### src/design/hqxdec_pkg.sv
// Shared types, codes and constants for the hqx character decoder.
`timescale 1ns / 1ps
`default_nettype none

package hqxdec_pkg;

  localparam logic [7:0]  RleMark = 8'h90;
  localparam logic [15:0] CrcPoly = 16'h1021;

  // Command codes carried in the input transaction.
  typedef enum logic [1:0] {
    CmdChar     = 2'd0,
    CmdClearCrc = 2'd1,
    CmdRestart  = 2'd2,
    CmdNone     = 2'd3
  } cmd_e;

  // Error codes reported in a result.
  localparam logic [1:0] ErrNone    = 2'd0;
  localparam logic [1:0] ErrIllegal = 2'd1;
  localparam logic [1:0] ErrRepeat  = 2'd2;

  typedef struct packed {
    logic [1:0] cmd;
    logic [7:0] char_in;
  } in_item_t;

  typedef struct packed {
    logic [7:0]  out_byte;
    logic [7:0]  repeat_count;
    logic [15:0] crc_check;
    logic [1:0]  error_code;
  } out_item_t;

  // Character classification from the symbol mapper.
  typedef struct packed {
    logic       is_space;
    logic       illegal;
    logic [5:0] sym;
  } sym_info_t;

endpackage

`default_nettype wire

### src/design/hqxdec_sym_map.sv
// Maps one hqx character to its 6-bit symbol, flags whitespace and illegal codes.
`timescale 1ns / 1ps
`default_nettype none

module hqxdec_sym_map
  import hqxdec_pkg::*;
(
  input  logic [7:0] char_i,
  output sym_info_t  info_o
);

  logic [7:0] idx;
  logic       hit;

  // Alphabet is a set of contiguous ASCII runs; index = char - run start + run base.
  always_comb begin
    idx = 8'd0;
    hit = 1'b1;
    priority if (char_i >= 8'h21 && char_i <= 8'h2D) begin
      idx = char_i - 8'h21;
    end else if (char_i >= 8'h30 && char_i <= 8'h36) begin
      idx = char_i - 8'h30 + 8'd13;
    end else if (char_i >= 8'h38 && char_i <= 8'h39) begin
      idx = char_i - 8'h38 + 8'd20;
    end else if (char_i >= 8'h40 && char_i <= 8'h4E) begin
      idx = char_i - 8'h40 + 8'd22;
    end else if (char_i >= 8'h50 && char_i <= 8'h56) begin
      idx = char_i - 8'h50 + 8'd37;
    end else if (char_i >= 8'h58 && char_i <= 8'h5B) begin
      idx = char_i - 8'h58 + 8'd44;
    end else if (char_i >= 8'h60 && char_i <= 8'h66) begin
      idx = char_i - 8'h60 + 8'd48;
    end else if (char_i >= 8'h68 && char_i <= 8'h6D) begin
      idx = char_i - 8'h68 + 8'd55;
    end else if (char_i >= 8'h70 && char_i <= 8'h72) begin
      idx = char_i - 8'h70 + 8'd61;
    end else begin
      hit = 1'b0;
    end
  end

  assign info_o.is_space = (char_i == 8'h0D) || (char_i == 8'h0A) ||
                           (char_i == 8'h09) || (char_i == 8'h20);
  assign info_o.illegal  = !hit && !info_o.is_space;
  assign info_o.sym      = idx[5:0];

endmodule

`default_nettype wire

### src/design/hqxdec_crc_unit.sv
// Shared CRC-16 byte feed unit (augmented form, poly 0x1021), one byte per use.
`timescale 1ns / 1ps
`default_nettype none

module hqxdec_crc_unit
  import hqxdec_pkg::*;
(
  input  logic [15:0] crc_i,
  input  logic [7:0]  byte_i,
  output logic [15:0] crc_o
);

  logic [15:0] t;

  always_comb begin
    t = {crc_i[15:8], 8'h00};
    for (int k = 0; k < 8; k++) begin
      if (t[15]) begin
        t = {t[14:0], 1'b0} ^ CrcPoly;
      end else begin
        t = {t[14:0], 1'b0};
      end
    end
    crc_o = {crc_i[7:0], byte_i} ^ t;
  end

endmodule

`default_nettype wire

### src/design/hqx_char_decoder_rle_crc_core.sv
// Top level: hqx body decoder with run-length expansion and CRC-16 sequencer.
`timescale 1ns / 1ps
`default_nettype none

// BinHex 4.0 body decoder. One transaction in carries a command and a character;
// cmd CmdChar decodes a body character (CR, LF, tab and space are skipped),
// CmdClearCrc zeroes the section CRC, CmdRestart resets the decoder state (not
// the output register). Four alphabet symbols regroup into three bytes, which
// then pass run-length expansion (0x90 marker, next byte is a count). A result
// carries the byte, how many copies it stands for, the CRC finalized with two
// zero bytes and a sticky error code. A transaction that gives no result is
// taken and the next one can follow right away. A transaction that gives a
// result holds in_ready_o low after it is taken while the block runs StFeed
// (not for an error), StFin1, StFin2 and StEmit: one shared byte-wide CRC unit
// does every feed, one byte a cycle, for the n bytes fed into the CRC (0 for an
// error, 1 for a plain byte, count - 1 for a run, so up to 254), then the two
// finalizing zero-byte feeds, and StEmit loads the output register. The output
// register holds a result until it is taken while new input is accepted; a
// second result waits in the load cycle, with in_ready_o low, until it is free.
module hqx_char_decoder_rle_crc_core
  import hqxdec_pkg::*;
(
  input  logic      clk_i,
  input  logic      rst_ni,
  input  logic      in_valid_i,
  output logic      in_ready_o,
  input  in_item_t  in_data_i,
  output logic      out_valid_o,
  input  logic      out_ready_i,
  output out_item_t out_data_o
);

  typedef enum logic [2:0] {
    StIdle,
    StFeed,
    StFin1,
    StFin2,
    StEmit
  } state_e;

  state_e      state_q;

  // Decoder state
  logic [1:0]  phase_q;
  logic [5:0]  held_q;
  logic        marker_q;
  logic [7:0]  prev_q;
  logic        have_q;
  logic [15:0] crc_q;
  logic [1:0]  err_q;

  // Work registers for the result being built
  logic [7:0]  res_byte_q;
  logic [7:0]  res_cnt_q;
  logic [1:0]  res_err_q;
  logic [7:0]  feed_byte_q;
  logic [7:0]  feed_cnt_q;
  logic [15:0] fin_q;

  // Output register
  logic        out_valid_q;
  out_item_t   out_q;

  sym_info_t   sym;
  logic        in_fire;
  logic [7:0]  byte_asm;
  logic [5:0]  held_nxt;
  logic [15:0] unit_crc;
  logic [7:0]  unit_byte;
  logic [15:0] unit_out;

  hqxdec_sym_map u_sym_map (
    .char_i (in_data_i.char_in),
    .info_o (sym)
  );

  hqxdec_crc_unit u_crc_unit (
    .crc_i  (unit_crc),
    .byte_i (unit_byte),
    .crc_o  (unit_out)
  );

  assign in_ready_o  = (state_q == StIdle);
  assign in_fire     = in_valid_i && in_ready_o;
  assign out_valid_o = out_valid_q;
  assign out_data_o  = out_q;

  // Regroup: each symbol after the first of a group completes a byte.
  always_comb begin
    unique case (phase_q)
      2'd1: begin
        byte_asm = {held_q, sym.sym[5:4]};
        held_nxt = {2'b00, sym.sym[3:0]};
      end
      2'd2: begin
        byte_asm = {held_q[3:0], sym.sym[5:2]};
        held_nxt = {4'b0000, sym.sym[1:0]};
      end
      2'd3: begin
        byte_asm = {held_q[1:0], sym.sym};
        held_nxt = 6'd0;
      end
      default: begin
        byte_asm = 8'd0;
        held_nxt = sym.sym;
      end
    endcase
  end

  // Shared CRC unit operand select
  always_comb begin
    unique case (state_q)
      StFeed: begin
        unit_crc  = crc_q;
        unit_byte = feed_byte_q;
      end
      StFin2: begin
        unit_crc  = fin_q;
        unit_byte = 8'd0;
      end
      default: begin
        unit_crc  = crc_q;
        unit_byte = 8'd0;
      end
    endcase
  end

  always_ff @(posedge clk_i or negedge rst_ni) begin
    if (!rst_ni) begin
      state_q     <= StIdle;
      phase_q     <= 2'd0;
      held_q      <= 6'd0;
      marker_q    <= 1'b0;
      prev_q      <= 8'd0;
      have_q      <= 1'b0;
      crc_q       <= 16'd0;
      err_q       <= ErrNone;
      res_byte_q  <= 8'd0;
      res_cnt_q   <= 8'd0;
      res_err_q   <= ErrNone;
      feed_byte_q <= 8'd0;
      feed_cnt_q  <= 8'd0;
      fin_q       <= 16'd0;
      out_valid_q <= 1'b0;
      out_q       <= '0;
    end else begin
      // the load cycle refills the register itself when it is freed
      if (out_valid_q && out_ready_i && state_q != StEmit) begin
        out_valid_q <= 1'b0;
      end

      unique case (state_q)
        StIdle: begin
          if (in_fire) begin
            unique case (cmd_e'(in_data_i.cmd))
              CmdChar: begin
                // sticky error: body characters are ignored until restart
                if (err_q == ErrNone && !sym.is_space) begin
                  if (sym.illegal) begin
                    err_q      <= ErrIllegal;
                    res_byte_q <= 8'd0;
                    res_cnt_q  <= 8'd0;
                    res_err_q  <= ErrIllegal;
                    state_q    <= StFin1;
                  end else if (phase_q == 2'd0) begin
                    held_q  <= held_nxt;
                    phase_q <= 2'd1;
                  end else begin
                    held_q  <= held_nxt;
                    phase_q <= phase_q + 2'd1;
                    if (marker_q) begin
                      marker_q <= 1'b0;
                      if (byte_asm == 8'd0) begin
                        // escaped literal marker byte
                        prev_q      <= RleMark;
                        have_q      <= 1'b1;
                        res_byte_q  <= RleMark;
                        res_cnt_q   <= 8'd1;
                        res_err_q   <= ErrNone;
                        feed_byte_q <= RleMark;
                        feed_cnt_q  <= 8'd1;
                        state_q     <= StFeed;
                      end else if (!have_q) begin
                        err_q      <= ErrRepeat;
                        res_byte_q <= 8'd0;
                        res_cnt_q  <= 8'd0;
                        res_err_q  <= ErrRepeat;
                        state_q    <= StFin1;
                      end else if (byte_asm != 8'd1) begin
                        // run: count - 1 extra copies of the last byte
                        res_byte_q  <= prev_q;
                        res_cnt_q   <= byte_asm - 8'd1;
                        res_err_q   <= ErrNone;
                        feed_byte_q <= prev_q;
                        feed_cnt_q  <= byte_asm - 8'd1;
                        state_q     <= StFeed;
                      end
                    end else if (byte_asm == RleMark) begin
                      marker_q <= 1'b1;
                    end else begin
                      prev_q      <= byte_asm;
                      have_q      <= 1'b1;
                      res_byte_q  <= byte_asm;
                      res_cnt_q   <= 8'd1;
                      res_err_q   <= ErrNone;
                      feed_byte_q <= byte_asm;
                      feed_cnt_q  <= 8'd1;
                      state_q     <= StFeed;
                    end
                  end
                end
              end
              CmdClearCrc: begin
                crc_q <= 16'd0;
              end
              CmdRestart: begin
                phase_q  <= 2'd0;
                held_q   <= 6'd0;
                marker_q <= 1'b0;
                prev_q   <= 8'd0;
                have_q   <= 1'b0;
                crc_q    <= 16'd0;
                err_q    <= ErrNone;
              end
              CmdNone: begin
              end
            endcase
          end
        end
        StFeed: begin
          crc_q      <= unit_out;
          feed_cnt_q <= feed_cnt_q - 8'd1;
          if (feed_cnt_q == 8'd1) begin
            state_q <= StFin1;
          end
        end
        StFin1: begin
          fin_q   <= unit_out;
          state_q <= StFin2;
        end
        StFin2: begin
          fin_q   <= unit_out;
          state_q <= StEmit;
        end
        StEmit: begin
          // wait until the output register is free
          if (!out_valid_q || out_ready_i) begin
            out_valid_q           <= 1'b1;
            out_q.out_byte        <= res_byte_q;
            out_q.repeat_count    <= res_cnt_q;
            out_q.crc_check       <= fin_q;
            out_q.error_code      <= res_err_q;
            state_q               <= StIdle;
          end
        end
        default: begin
          state_q <= StIdle;
        end
      endcase
    end
  end

endmodule

`default_nettype wire

### config.mk
export PLATFORM = sky130hd
export DESIGN_NAME = hqx_char_decoder_rle_crc_core
export DESIGN_NICKNAME = d
export VERILOG_FILES = /design/src/design/hqxdec_pkg.sv /design/src/design/hqxdec_sym_map.sv /design/src/design/hqxdec_crc_unit.sv /design/src/design/hqx_char_decoder_rle_crc_core.sv
export SDC_FILE = /design/constraint.sdc
export NUM_CORES = 1
export LEC_CHECK = 0
export ABC_AREA = 1
export BUFFER_PORTS_ARGS = -buffer_cell sky130_fd_sc_hd__buf_2
export CAP_MARGIN = 10
export CORE_ASPECT_RATIO = 2
export CORE_MARGIN = 1
export CORE_UTILIZATION = 56
export DETAILED_ROUTE_END_ITERATION = 7
export GPL_TIMING_DRIVEN = 0
export PLACE_DENSITY = 0.77
export SYNTH_ARGS = -nofsm -noshare
export SYNTH_HDL_FRONTEND = slang
export SYNTH_SLANG_ARGS = --single-unit
### constraint.sdc
create_clock -name clk_i -period 2.28 [get_ports clk_i]
set_clock_uncertainty 0.1 [all_clocks]
set_input_delay 0.456 -clock clk_i [delete_from_list [all_inputs] [get_ports clk_i]]
set_output_delay 0.456 -clock clk_i [all_outputs]
set_load 0.05 [all_outputs]
==> results by group, run 1 <==
Run status
  • Status: stopped before the end
  • Failing step: 5_1_grt
  • Run Error: [ERROR GRT-0232] Routing congestion too high. Check the congestion heatmap in the GUI.

Logic synthesis
  • Cells after synthesis: between 1000 and 1500
  • Netlist Area Pre-Place: 8040 um2
  • Count of different cell masters after synthesis: between 40 and 50
  • YS warnings: 0
  • Post-synthesis average cell area: about 7.4 um2
  • #FFs+latches synth: ~120
  • Part of the Yosys area used for sequential elements: 0.386
  • Syn nets: 1127

Placed design
  • Number of port buffers: 48
  • Routability cong.: 1.02
  • DP Worst Slack: -2130 ps
  • Detail Placement HPWL: 19.1 mm
  • Placed Area: 8810 um2

Die
  • Die height: 171 um
  • Starting Density: 0.576
  • Io pins: 50
  • DIE WIDTH: just under 90 um
  • # rows: 61

CTS
  • Maximum clock insertion buffer count: 2
  • Root buffer cell: clkbuf_16
  • Clock sinks: 124
  • H-Tree Depth: 4
  • Total CTS buffers: 17

GRT
  • Largest net degree at the start of global routing: slightly below 90
  • Total gr overflow: 26
  • GRT Total Usage: 0.498

STA
  • Worst EP post-GRT repair: feed_byte_q[7]$_DFFE_PN0P_/D
  • Kind of the worst endpoint: sequential cell input
[logic make-up after synthesis]
kind of cell / Yosys count / share of synthesized area
AND/OR/NAND/NOR: 539 / 0.292
adder cells (fa/ha/maj): 29 / 0.0451
buffers and inverters: 164 / 0.0848
AO/OA/AOI/OAI: 157 / 0.106
flip-flops: 124 / 0.386
multiplexers: 30 / 0.0420
XOR/XNOR: 41 / 0.0446
[per-layer routing]
layer / global-route usage / GRT overflow
met3: 0.231 / 0
met5: 0.0218 / 0
met4: 0.535 / 10
met1: 0.444 / 0
met2: 0.777 / 16
[stage by stage]
step / cells / util
after floorplan: 1084 / -
after CTS: 1419 / 0.761
after detailed placement: 1322 / 0.631
after global placement: 1321 / 0.629
[cells in the mapped netlist (all sizes together)]
cell type / number / area, um2
a22o: 2 / 17.5
o31ai: 1 / 7.51
dfrtp: 124 / 3100
o21bai: 2 / 18.8
o22ai: 13 / 81.3
nor4: 1 / 6.26
a21oi: 22 / 118
nand2: 365 / 1440
o211ai: 2 / 15.0
or2: 3 / 18.8
clkinv: 2 / 7.51
nand3: 89 / 488
o21ai: 111 / 559
nor3: 6 / 40.0
ha: 29 / 363
a311oi: 1 / 8.76
xor2: 21 / 184
nor2: 63 / 279
a31oi: 1 / 6.26
nand4: 12 / 81.3
a32o: 1 / 10.0
xnor2: 20 / 175
inv: 126 / 473
buf: 19 / 138
clkbuf: 17 / 63.8
mux2: 30 / 338
a21o: 1 / 7.51
[timing repair]
action,CTS
cloned,7
endpoints found under the setup margin,97
buffers inserted,57
pin swaps,68
gates resized for setup,196
endpoints found under the hold margin,36
hold buffers,1
==> run 2, diff against run 1 <==
CORE_ASPECT_RATIO = unset   (was 2)
CORE_UTILIZATION = 40   (was 56)
PLACE_DENSITY = unset   (was 0.77)
PLACE_DENSITY_LB_ADDON = 0.15   (was unset)
clock period = 3 ns   (was 2.28 ns; I/O delays follow)
==> results by group, run 2 <==
Run status
  • Status: complete, but fails checks
  • Failing checks: setup timing

Setup path
  • Reg-to-reg startpoint: phase_q[0]
  • Most Frequent Cell on Critical Path: nand2_1
  • CP max FO: 8
  • Critical Path RT: 3210 ps
  • Setup crit start: in_data_i[5]
  • Slowest CP cell: nor2_4
  • Critical Path Source Type: primary input
  • Critical path type: primary input to register
  • Worst path max stage delay: 240 ps
  • Critical Path End Type: register
  • WP data arrival: 3620 ps

STA
  • Min Tclk post-route: 3400 ps
  • Final Max Slew Viols: 0
  • Rel. slew slack: 0.437
  • Final hold viol count: 0
  • Worst-Margin Slew: 836 ps
  • Final setup fails: 48
  • Setup tns final: -16680 ps
  • Final Cycle Share: 1.13
  • PnR worst setup slack: -404 ps
  • Worst hold margin: 14.9 ps
  • RSZ-0062 raised after global routing: yes
  • Fmax: 294 MHz

Cells and area
  • Max reg flops: 34
  • Most frequent cells in the layout: nand2_1 (280), dfrtp_1 (124), inv_1 (100)
  • Area growth, synth to finish: 38.0%
  • Layout filler cell count: approximately 1800
  • Layout cell share with drive strength beyond 1: 0.343
  • Reg area: just over 3000 um2
  • Commonest non-fill, non-tap cell in the layout: nand2_1
  • Ant diodes: 0
  • NumNets Final: roughly 1300
  • Area of the multi-input gates: 5180 um2

CTS
  • Clock sinks: 124 (unchanged)
  • CTS clk-pin slew, worst paths: 60 ps
  • H-Tree Depth: 4 (unchanged)
  • Total CTS buffers: 17 (unchanged)
  • Skew-Pair Late Insertion Delay: roughly 430 ps
  • Maximum clock insertion buffer count: 2 (unchanged)
  • CTS tree: yes
  • Root buffer cell: clkbuf_16

Worst hold path
  • Hold Path Class: primary input to asynchronous set/reset pin

Detailed routing
  • Via Count: 7789
  • Detailed Route Iter0 Violations: 478
  • DRC: 0
  • Routed WL: 24.2 mm
  • Pre-Repair DR Iteration Count: 5
  • Vias per cell: 5.13
  • Final ANT Viol Nets: 0
  • Drt wl/cell: ~16 um

Logic synthesis
  • Number of synthesized flops with an enable pin: 0 (unchanged)
  • Cells after synthesis: 1084 (unchanged)
  • Most numerous cell in the Yosys netlist: nand2_1
  • Synth Area in Compound Gates: 0.106 (unchanged)
  • Top_reg_cell synth: dfrtp_1
  • Netlist Area Pre-Place: 8040 um2 (unchanged)
  • Post-synthesis mux area share: 0.0420 (unchanged)
  • Syn nets: 1127 (unchanged)
  • Post-synthesis average cell area: 7.42 um2 (unchanged)
  • Synth area leader: dfrtp_1
  • Largest family of logic cells by synthesized area: simple AND/OR/NAND/NOR gates
  • Synth async-reset ratio: 1.00 (unchanged)
  • Count of different cell masters after synthesis: 42 (unchanged)
  • XOR/XNOR share of the synthesized area: 0.0446 (unchanged)
  • Post-synth top area share: 0.386 (unchanged)
  • Adder-cell area share of the yosys netlist: 0.0451 (unchanged)
  • YS warnings: 0 (unchanged)
  • Synth Area in Simple Gates: 0.292 (unchanged)
  • Top cells by count, synth: nand2_1 (349), dfrtp_1 (124), inv_1 (117)
  • Area contributors post-synth: dfrtp_1 (39%), nand2_1 (16%), inv_1 (5.5%)
  • Part of the Yosys area used for sequential elements: 0.386 (unchanged)
  • #FFs+latches synth: 124 (unchanged)

Power and ir drop
  • Pwr dens: around 900 nW/um2
  • Peak supply drop: 396 uV
  • Leak Pwr: about 5.6 nW

GRT
  • Total gr overflow: 0
  • GRT Total Usage: 0.243
  • Largest net degree at the start of global routing: 79
  • First-pass GRT wire length: around 38 mm
  • Initial antenna violation count: 0
  • Vias in the first global route: 7312

Die
  • Total core area: 19600 um2
  • Die area: 20700 um2
  • Starting Density: 0.411 (-0.165)
  • Die height: 144 um (-16%)
  • Io pins: 50 (unchanged)
  • # rows: 51 (-16%)
  • DIE WIDTH: 144 um (+66%)

Job
  • Maxcap violations: 0

Placed design
  • Number of port buffers: 48 (unchanged)
  • Detail Placement HPWL: 16.4 mm (-14%)
  • Routability cong.: 0.872 (-14%)
[run 2: cell counts after synthesis]
No cell type changed its count.
[run 2: final timing paths]
check                                 end  slack (ps)  depth (start not counted)
setup / recovery           feed_byte_q[7]        -400                         30
max in group asynchronous      state_q[2]        2040                          2
hold reg to reg             feed_cnt_q[6]         380                          2
setup reg to reg            res_byte_q[6]          10                         17
min in group clk_i          feed_cnt_q[6]         380                          2
hold / removal             out_data_o[31]          10                          1
[run 2: logic make-up (layout without fill, tap and decap cells)]
| family | Yosys count | in the layout |
|---|---|---|
| flip-flops | 124 | 124 |
| buffers and inverters | 164 | 330 |
| adder cells (fa/ha/maj) | 29 | 29 |
| multiplexers | 30 | 30 |
| AO/OA/AOI/OAI | 157 | 157 |
| XOR/XNOR | 41 | 41 |
| AND/OR/NAND/NOR | 539 | 541 |
[run 2: cell type report]
type	instances	area share
timing repair inverter	1	0.000564
buffer	36	0.0259
tap	265	0.0299
multi-input combinational	798	0.467
clock buffer	18	0.0396
sequential	124	0.279
timing repair buffer	133	0.0950
clock inverter	14	0.0123
inverter	128	0.0503
[run 2: what timing repair did]
| action | CTS | global route |
|---|---|---|
| setup endpoints to repair | 56 | 56 |
| pin swaps | 63 | 51 |
| resized for setup | 148 | 119 |
| hold endpoints to repair | 0 | 0 |
| gates cloned | 7 | 0 |
| hold buffers | 0 | 0 |
| buffers inserted | 63 | 18 |
[run 2: through the flow]
step	setup WS, ps	util	std cells	total power [mW]	cell area (um2)
global route	-615	0.567	1517	10.7	11100
global placement	-1180	0.453	1397	7.10	8860
CTS	-351	0.540	1500	9.67	10600
detailed placement	-1190	0.454	1398	7.14	8900
floorplan	-334	-	1084	6.01	8290
finish	-404	0.567	1517	10.0	11100
[run 2: power by group]
part | internal [mW] | switching (mW) | total [mW]
Combinational | 1.87 | 3.51 | 5.37
Clock | 1.18 | 0.818 | 1.99
Sequential | 2.27 | 0.365 | 2.64
Total | 5.31 | 4.69 | 10.0
[run 2: per-layer routing]
layer	vias up	track usage	wire (um)
li1	3808	-	-
met4	0	0.0789	559
met5	-	0	0
met3	47	0.0437	1280
met1	3717	0.341	11300
met2	217	0.375	11000
[run 2: critical path, delay by kind of cell]
kind | cells | cell delay [ps]
compound gates | 2 | 320
buf+inv | 6 | 460
simple gates | 20 | 1940
fa+ha+maj | 2 | 280
Power figures use the tool's default switching activity.
==> run 3, diff against run 2 <==
HOLD_SLACK_MARGIN = 0.05   (was unset)
==> results by group, run 3 (synthesized netlist as in run 2, its figures left out) <==
Setup path
  • Critical path type: primary input to register
  • Critical Path Source Type: primary input
  • CP top delay family: simple AND/OR/NAND/NOR gates
  • Reg2reg end: res_byte_q[2]
  • CP max FO: 8 (unchanged)
  • Worst path max stage delay: 240 ps (about the same)
  • FF-to-FF setup slack: 0 ps (about the same)
  • CP Buf/Inv Count: 6 (unchanged)
  • Critical Path End Type: register
  • Reg-to-reg startpoint: phase_q[0]
  • Slowest CP cell: nor2_4
  • Critical Path RT: 3210 ps (about the same)
  • Most Frequent Cell on Critical Path: nand2_1
  • FF-to-FF path depth: 16 (-1)
  • WP data arrival: 3620 ps (about the same)

Detailed routing
  • DRC: 0 (unchanged)
  • Pre-Repair DR Iteration Count: 5 (unchanged)
  • Vias per cell: 5.14 (+0.19%)
  • Final ANT Viol Nets: 0 (unchanged)
  • Drt wl/cell: 15.9 um (about the same)
  • Routed WL: 24.2 mm (+0.14%)
  • Via Count: 7809 (+0.26%)
  • Detailed Route Iter0 Violations: 502 (+5.0%)

GRT
  • GRT Total Usage: 0.243 (about the same)
  • Met2 global-route usage: 0.375 (+0.000511)
  • Vias in the first global route: 7318 (+0.082%)
  • Total gr overflow: 0 (unchanged)
  • GR met3 Demand/Resource: 0.0437 (unchanged)
  • Busiest grt layer: met2
  • Initial antenna violation count: 0 (unchanged)
  • Largest net degree at the start of global routing: 79 (unchanged)
  • First-pass GRT wire length: 38.5 mm (about the same)
  • M1 GR Usage: 0.341 (unchanged)

Run status
  • Status: complete, but fails checks
  • Failing checks: setup timing

STA
  • Rel. slew slack: 0.437 (+0.000509)
  • PnR worst setup slack: -401 ps (+2.59 ps)
  • Min Tclk post-route: 3400 ps (-2.59 ps)
  • Fmax: 294 MHz (about the same)
  • Worst-Margin Slew: 835 ps (-0.755 ps)
  • Final setup fails: 48 (unchanged)
  • Final Max Slew Viols: 0 (unchanged)
  • Final hold viol count: 0 (unchanged)
  • Final Cycle Share: 1.13 (about the same)
  • RSZ-0062 raised after global routing: yes

Power and ir drop
  • Switching share of power: 0.469 (about the same)
  • Internal power: 5.31 mW (about the same)
  • Leak Pwr: 5.60 nW (about the same)
  • Comb pwr share: 0.537 (about the same)
  • Peak supply drop: 395 uV (about the same)
  • Psw: 4.70 mW (+0.16%)
  • Seq pwr share: 0.263 (about the same)
  • Pwr dens: 901 nW/um2 (about the same)
  • Clock share of power: 0.199 (about the same)

CTS
  • Total CTS buffers: 17 (unchanged)
  • Skew-Pair Late Insertion Delay: 430 ps (about the same)
  • H-Tree Depth: 4 (unchanged)
  • CTS tree: yes
  • Clock sinks: 124 (unchanged)
  • CTS clk-pin slew, worst paths: 60 ps (about the same)
  • Root buffer cell: clkbuf_16
  • Maximum clock insertion buffer count: 2 (unchanged)

Worst hold path
  • Hold Path Stages: 2
  • Hold Path Class: register to register
  • Hold path start: feed_cnt_q[6]
  • Worst Hold Path EP: feed_cnt_q[6]

Placed design
  • Placed Area: 8900 um2 (unchanged)
  • Detail Placement HPWL: 16.4 mm (unchanged)
  • Routability cong.: 0.872 (unchanged)
  • Dpl cells: 1398 (unchanged)
  • DP Worst Slack: -1190 ps (unchanged)
  • Number of port buffers: 48 (unchanged)

Die
  • Total core area: 19600 um2 (unchanged)
  • Die height: 144 um (unchanged)
  • Io pins: 50 (unchanged)
  • # rows: 51 (unchanged)
  • Die area: 20700 um2 (unchanged)
  • DIE WIDTH: 144 um (unchanged)
  • Starting Density: 0.411 (unchanged)

Cells and area
  • Ant diodes: 0 (unchanged)
  • Most frequent cells in the layout: nand2_1 (280), dfrtp_1 (124), inv_1 (100)
  • Final instance area: 11100 um2 (about the same)
  • Max reg flops: 34 (unchanged)
  • Cell Count, Final, Fillers Out: 1518 (+0.066%)
  • Area growth, synth to finish: 38.2% (about the same)
  • Commonest non-fill, non-tap cell in the layout: nand2_1
  • Final Util: 0.567 (about the same)
  • NumNets Final: 1283 (+0.078%)
  • Layout filler cell count: 1780 (-0.056%)
  • Layout cell share with drive strength beyond 1: 0.342 (about the same)

Job
  • Maxcap violations: 0 (unchanged)
-- run 3: timing repair --
action	4_1_cts	5_1_grt
resized for setup	148	119
setup endpoints to repair	56	56
pin swaps	63	51
hold buffers	1	0
gates cloned	7	0
setup buffers	63	18
hold endpoints to repair	46	0
-- run 3: worst register-to-register path, delay by kind of cell (launching register included) --
kind,cells,cell delay (ps)
AND/OR/NAND/NOR,8,910
buffers and inverters,5,860
AO/OA/AOI/OAI,2,500
flip-flops,1,400
adder cells (fa/ha/maj),1,150
-- run 3: stage by stage --
stage	total power [mW]	setup TNS (ps)	hold slack, ps
floorplan	6.01	-12390	204
global placement	7.10	-118350	366
detailed placement	7.14	-58640	370
CTS	9.67	-14060	384
global route	10.7	-26680	400
finish	10.0	-16510	379
-- run 3: area by class of cell --
cell class	count	area (um2)	area share
Inverter	128	558	0.0502
Clock buffer	18	439	0.0395
Buffer	36	288	0.0259
Tap cell	265	332	0.0298
Timing Repair Buffer	134	1060	0.0958
Sequential cell	124	3100	0.279
Timing Repair inverter	1	6.26	0.000563
Clock inverter	14	136	0.0123
Multi-Input combinational cell	798	5180	0.467
-- run 3: power by group through the flow --
| stage | sequential [mW] | clock (mW) | combinational [mW] |
|---|---|---|---|
| floorplan | 3.00 | 0 | 3.00 |
| global placement | 2.62 | 0 | 4.48 |
| detailed placement | 2.64 | 0 | 4.51 |
| CTS | 2.62 | 2.03 | 5.02 |
| global route | 2.71 | 2.10 | 5.93 |
| finish | 2.64 | 1.99 | 5.38 |
-- run 3: how the worst max path moves through the flow --
stage / startpoint / to / slack [ps] / cells after the start
after detailed placement: in_data_i[4] / res_cnt_q[4] / -1190 / 28
after global routing: in_data_i[4] / feed_cnt_q[7] / -610 / 31
after CTS: in_data_i[5] / res_byte_q[6] / -350 / 32
after global placement: in_data_i[3] / feed_cnt_q[0] / -1180 / 32
final: in_data_i[5] / feed_byte_q[7] / -400 / 30
after floorplan: in_data_i[5] / feed_byte_q[7] / -330 / 31
-- run 3: layer usage --
| metal | wire length (um) | part of all wire | vias up |
|---|---|---|---|
| li1 | - | - | 3810 |
| met5 | 0 | 0 | - |
| met1 | 11400 | 0.47 | 3723 |
| met4 | 566 | 0.023 | 0 |
| met2 | 11000 | 0.45 | 227 |
| met3 | 1280 | 0.053 | 49 |
==> run 4, diff against run 3 <==
CORE_UTILIZATION = 60   (was 40)
GPL_ROUTABILITY_DRIVEN = 0   (was unset)
MAX_ROUTING_LAYER = met4   (was unset)
==> results by group, run 4 (synthesized netlist as in run 2, its figures left out) <==
Setup path
  • Critical Path RT: 3250 ps (+40 ps)
  • Critical Path End Type: register
  • CP Buf/Inv Count: 7 (+1)
  • Slowest CP cell: nor2_2
  • WP data arrival: 4090 ps (+470 ps)
  • Worst path max stage delay: 340 ps (+100 ps)
  • Critical path type: primary input to register
  • Most Frequent Cell on Critical Path: nand2_1
  • CP max FO: 6 (-2)
  • CP top delay family: simple AND/OR/NAND/NOR gates
  • Critical Path Source Type: primary input

STA
  • PnR worst setup slack: -845 ps (-444 ps)
  • Final hold viol count: 0 (unchanged)
  • Rel. slew slack: 0.344 (-0.0930)
  • Worst hold margin: 381 ps (+1.97 ps)
  • Worst-Margin Slew: 973 ps (+138 ps)
  • Final Max Slew Viols: 0 (unchanged)
  • Setup tns final: -35370 ps (-18850 ps)
  • Final Cycle Share: 1.28 (+0.148)
  • Min Tclk post-route: 3850 ps (+444 ps)
  • Fmax: 260 MHz (-12%)
  • Final setup fails: 58 (+21%)
  • RSZ-0062 raised after global routing: yes

Placed design
  • Placed Area: 8780 um2 (-1.3%)
  • Detail Placement HPWL: 15.5 mm (-5.5%)
  • DP Worst Slack: -1160 ps (+28.2 ps)
  • Number of port buffers: 48 (unchanged)

Detailed routing
  • Routed wl met2: 14.2 mm (+30%)
  • Met1 WL: 10.7 mm (-5.9%)
  • Via Count: 9499 (+22%)
  • Final ANT Viol Nets: 0 (unchanged)
  • Vias per cell: 6.71 (+30%)
  • Drt wl/cell: 23.1 um (+45%)
  • Max layer used: met4
  • Met3 wire length: 4.08 mm (+220%)
  • Pre-Repair DR Iteration Count: 8 (+3)
  • Detailed Route Iter0 Violations: 1645 (+230%)
  • DRC: 26 (+26)
  • Routed WL: 32.7 mm (+35%)

Cells and area
  • Layout cell share with drive strength beyond 1: 0.338 (-0.00421)
  • Final Util: 0.855 (+0.287)
  • Commonest non-fill, non-tap cell in the layout: nand2_1
  • Reg area: 3100 um2 (unchanged)
  • NumNets Final: 1273 (-0.78%)
  • Area of the multi-input gates: 5190 um2 (about the same)
  • Most frequent cells in the layout: nand2_1 (278), dfrtp_1 (124), inv_1 (102)
  • Area growth, synth to finish: 36.3%
  • Max reg flops: 34 (unchanged)
  • Final instance area: 11000 um2 (-1.4%)
  • Layout filler cell count: 614 (-66%)

Die
  • Die area: 13900 um2 (-33%)
  • Starting Density: 0.627 (+0.217)
  • Total core area: 12800 um2 (-35%)
  • Die height: 118 um (-18%)
  • DIE WIDTH: 118 um (-18%)
  • # rows: 41 (-20%)
  • Io pins: 50 (unchanged)

Power and ir drop
  • Leak Pwr: 5.54 nW (-0.96%)
  • Peak supply drop: 603 uV (+52%)
  • Pwr dens: 1020 nW/um2 (+13%)

CTS
  • Skew-Pair Late Insertion Delay: 430 ps (about the same)
  • CTS clk-pin slew, worst paths: 60 ps (about the same)
  • Root buffer cell: clkbuf_16
  • CTS tree: yes
  • Total CTS buffers: 17 (unchanged)
  • Clock sinks: 124 (unchanged)
  • Maximum clock insertion buffer count: 2 (unchanged)
  • H-Tree Depth: 4 (unchanged)

Run status
  • Status: complete, but fails checks
  • Failing checks: DRC, setup timing

Worst hold path
  • Hold Path Class: register to register

GRT
  • Largest net degree at the start of global routing: 87 (+10%)
  • Total gr overflow: 0 (unchanged)
  • GRT Total Usage: 0.393 (+0.150)
  • Vias in the first global route: 8438 (+15%)
  • First-pass GRT wire length: 41.9 mm (+9.0%)
  • Initial antenna violation count: 1 (+1)

Job
  • Maxcap violations: 0 (unchanged)
-- run 4: changes by cell type in the layout (fill, tap and decap cells not counted), moves of 4 or more --
cell and delta:
buf_4 -7, nand2_2 +7, bufinv_16 +4, clkbuf_8 +4, inv_6 -4, nand2_4 -4
-- run 4: metrics by stage --
step,std cells,total power [mW]
2_1_floorplan,1084,6.01
3_3_place_gp,1304,6.96
3_5_place_dp,1305,7.10
4_1_cts,1393,9.99
5_1_grt,1415,11.6
6_report,1415,11.2
-- run 4: path summary, 6_finish.rpt --
check	start	to	slack (ps)	depth (start not counted)
max	in_data_i[2]	prev_q[3]	-850	30
min	out_data_o[3]	out_data_o[3]	380	2
max reg2reg	state_q[2]	res_cnt_q[5]	-400	13
min reg2reg	out_data_o[3]	out_data_o[3]	380	2
max in group asynchronous	rst_ni	phase_q[1]	1480	3
min in group asynchronous	rst_ni	out_data_o[30]	560	2
-- run 4: worst register-to-register path, delay by kind of cell (launching register included) --
kind	cells	cell delay [ps]
AND/OR/NAND/NOR	8	1980
AO/OA/AOI/OAI	1	80
flip-flops	1	400
buffers and inverters	4	720
-- run 4: layer usage --
layer | global-route usage | up-vias
met5 | - | -
li1 | - | 3776
met4 | 0.245 | 0
met2 | 0.628 | 941
met1 | 0.454 | 4354
met3 | 0.0795 | 428
-- run 4: power breakdown --
part | switching, mW | internal, mW
combinational | 4.26 | 1.83
sequential | 0.433 | 2.27
clock | 0.796 | 1.58
-- run 4: area by class of cell --
type                            count  area share
Antenna cell                        1    0.000228
Timing Repair Buffer              123      0.0853
Timing Repair inverter              1    0.000799
Sequential cell                   124       0.283
Tap cell                          172      0.0196
Inverter                          128      0.0500
Multi-Input combinational cell    799       0.473
Clock inverter                      9      0.0167
Buffer                             36      0.0258
Clock buffer                       22      0.0451
-- run 4: repair_timing --
action,CTS,global route
hold buffers,1,0
hold endpoints to repair,38,0
setup buffers,49,21
pin swaps,71,75
cloned,8,0
endpoints found under the setup margin,56,56
resized for setup,139,115
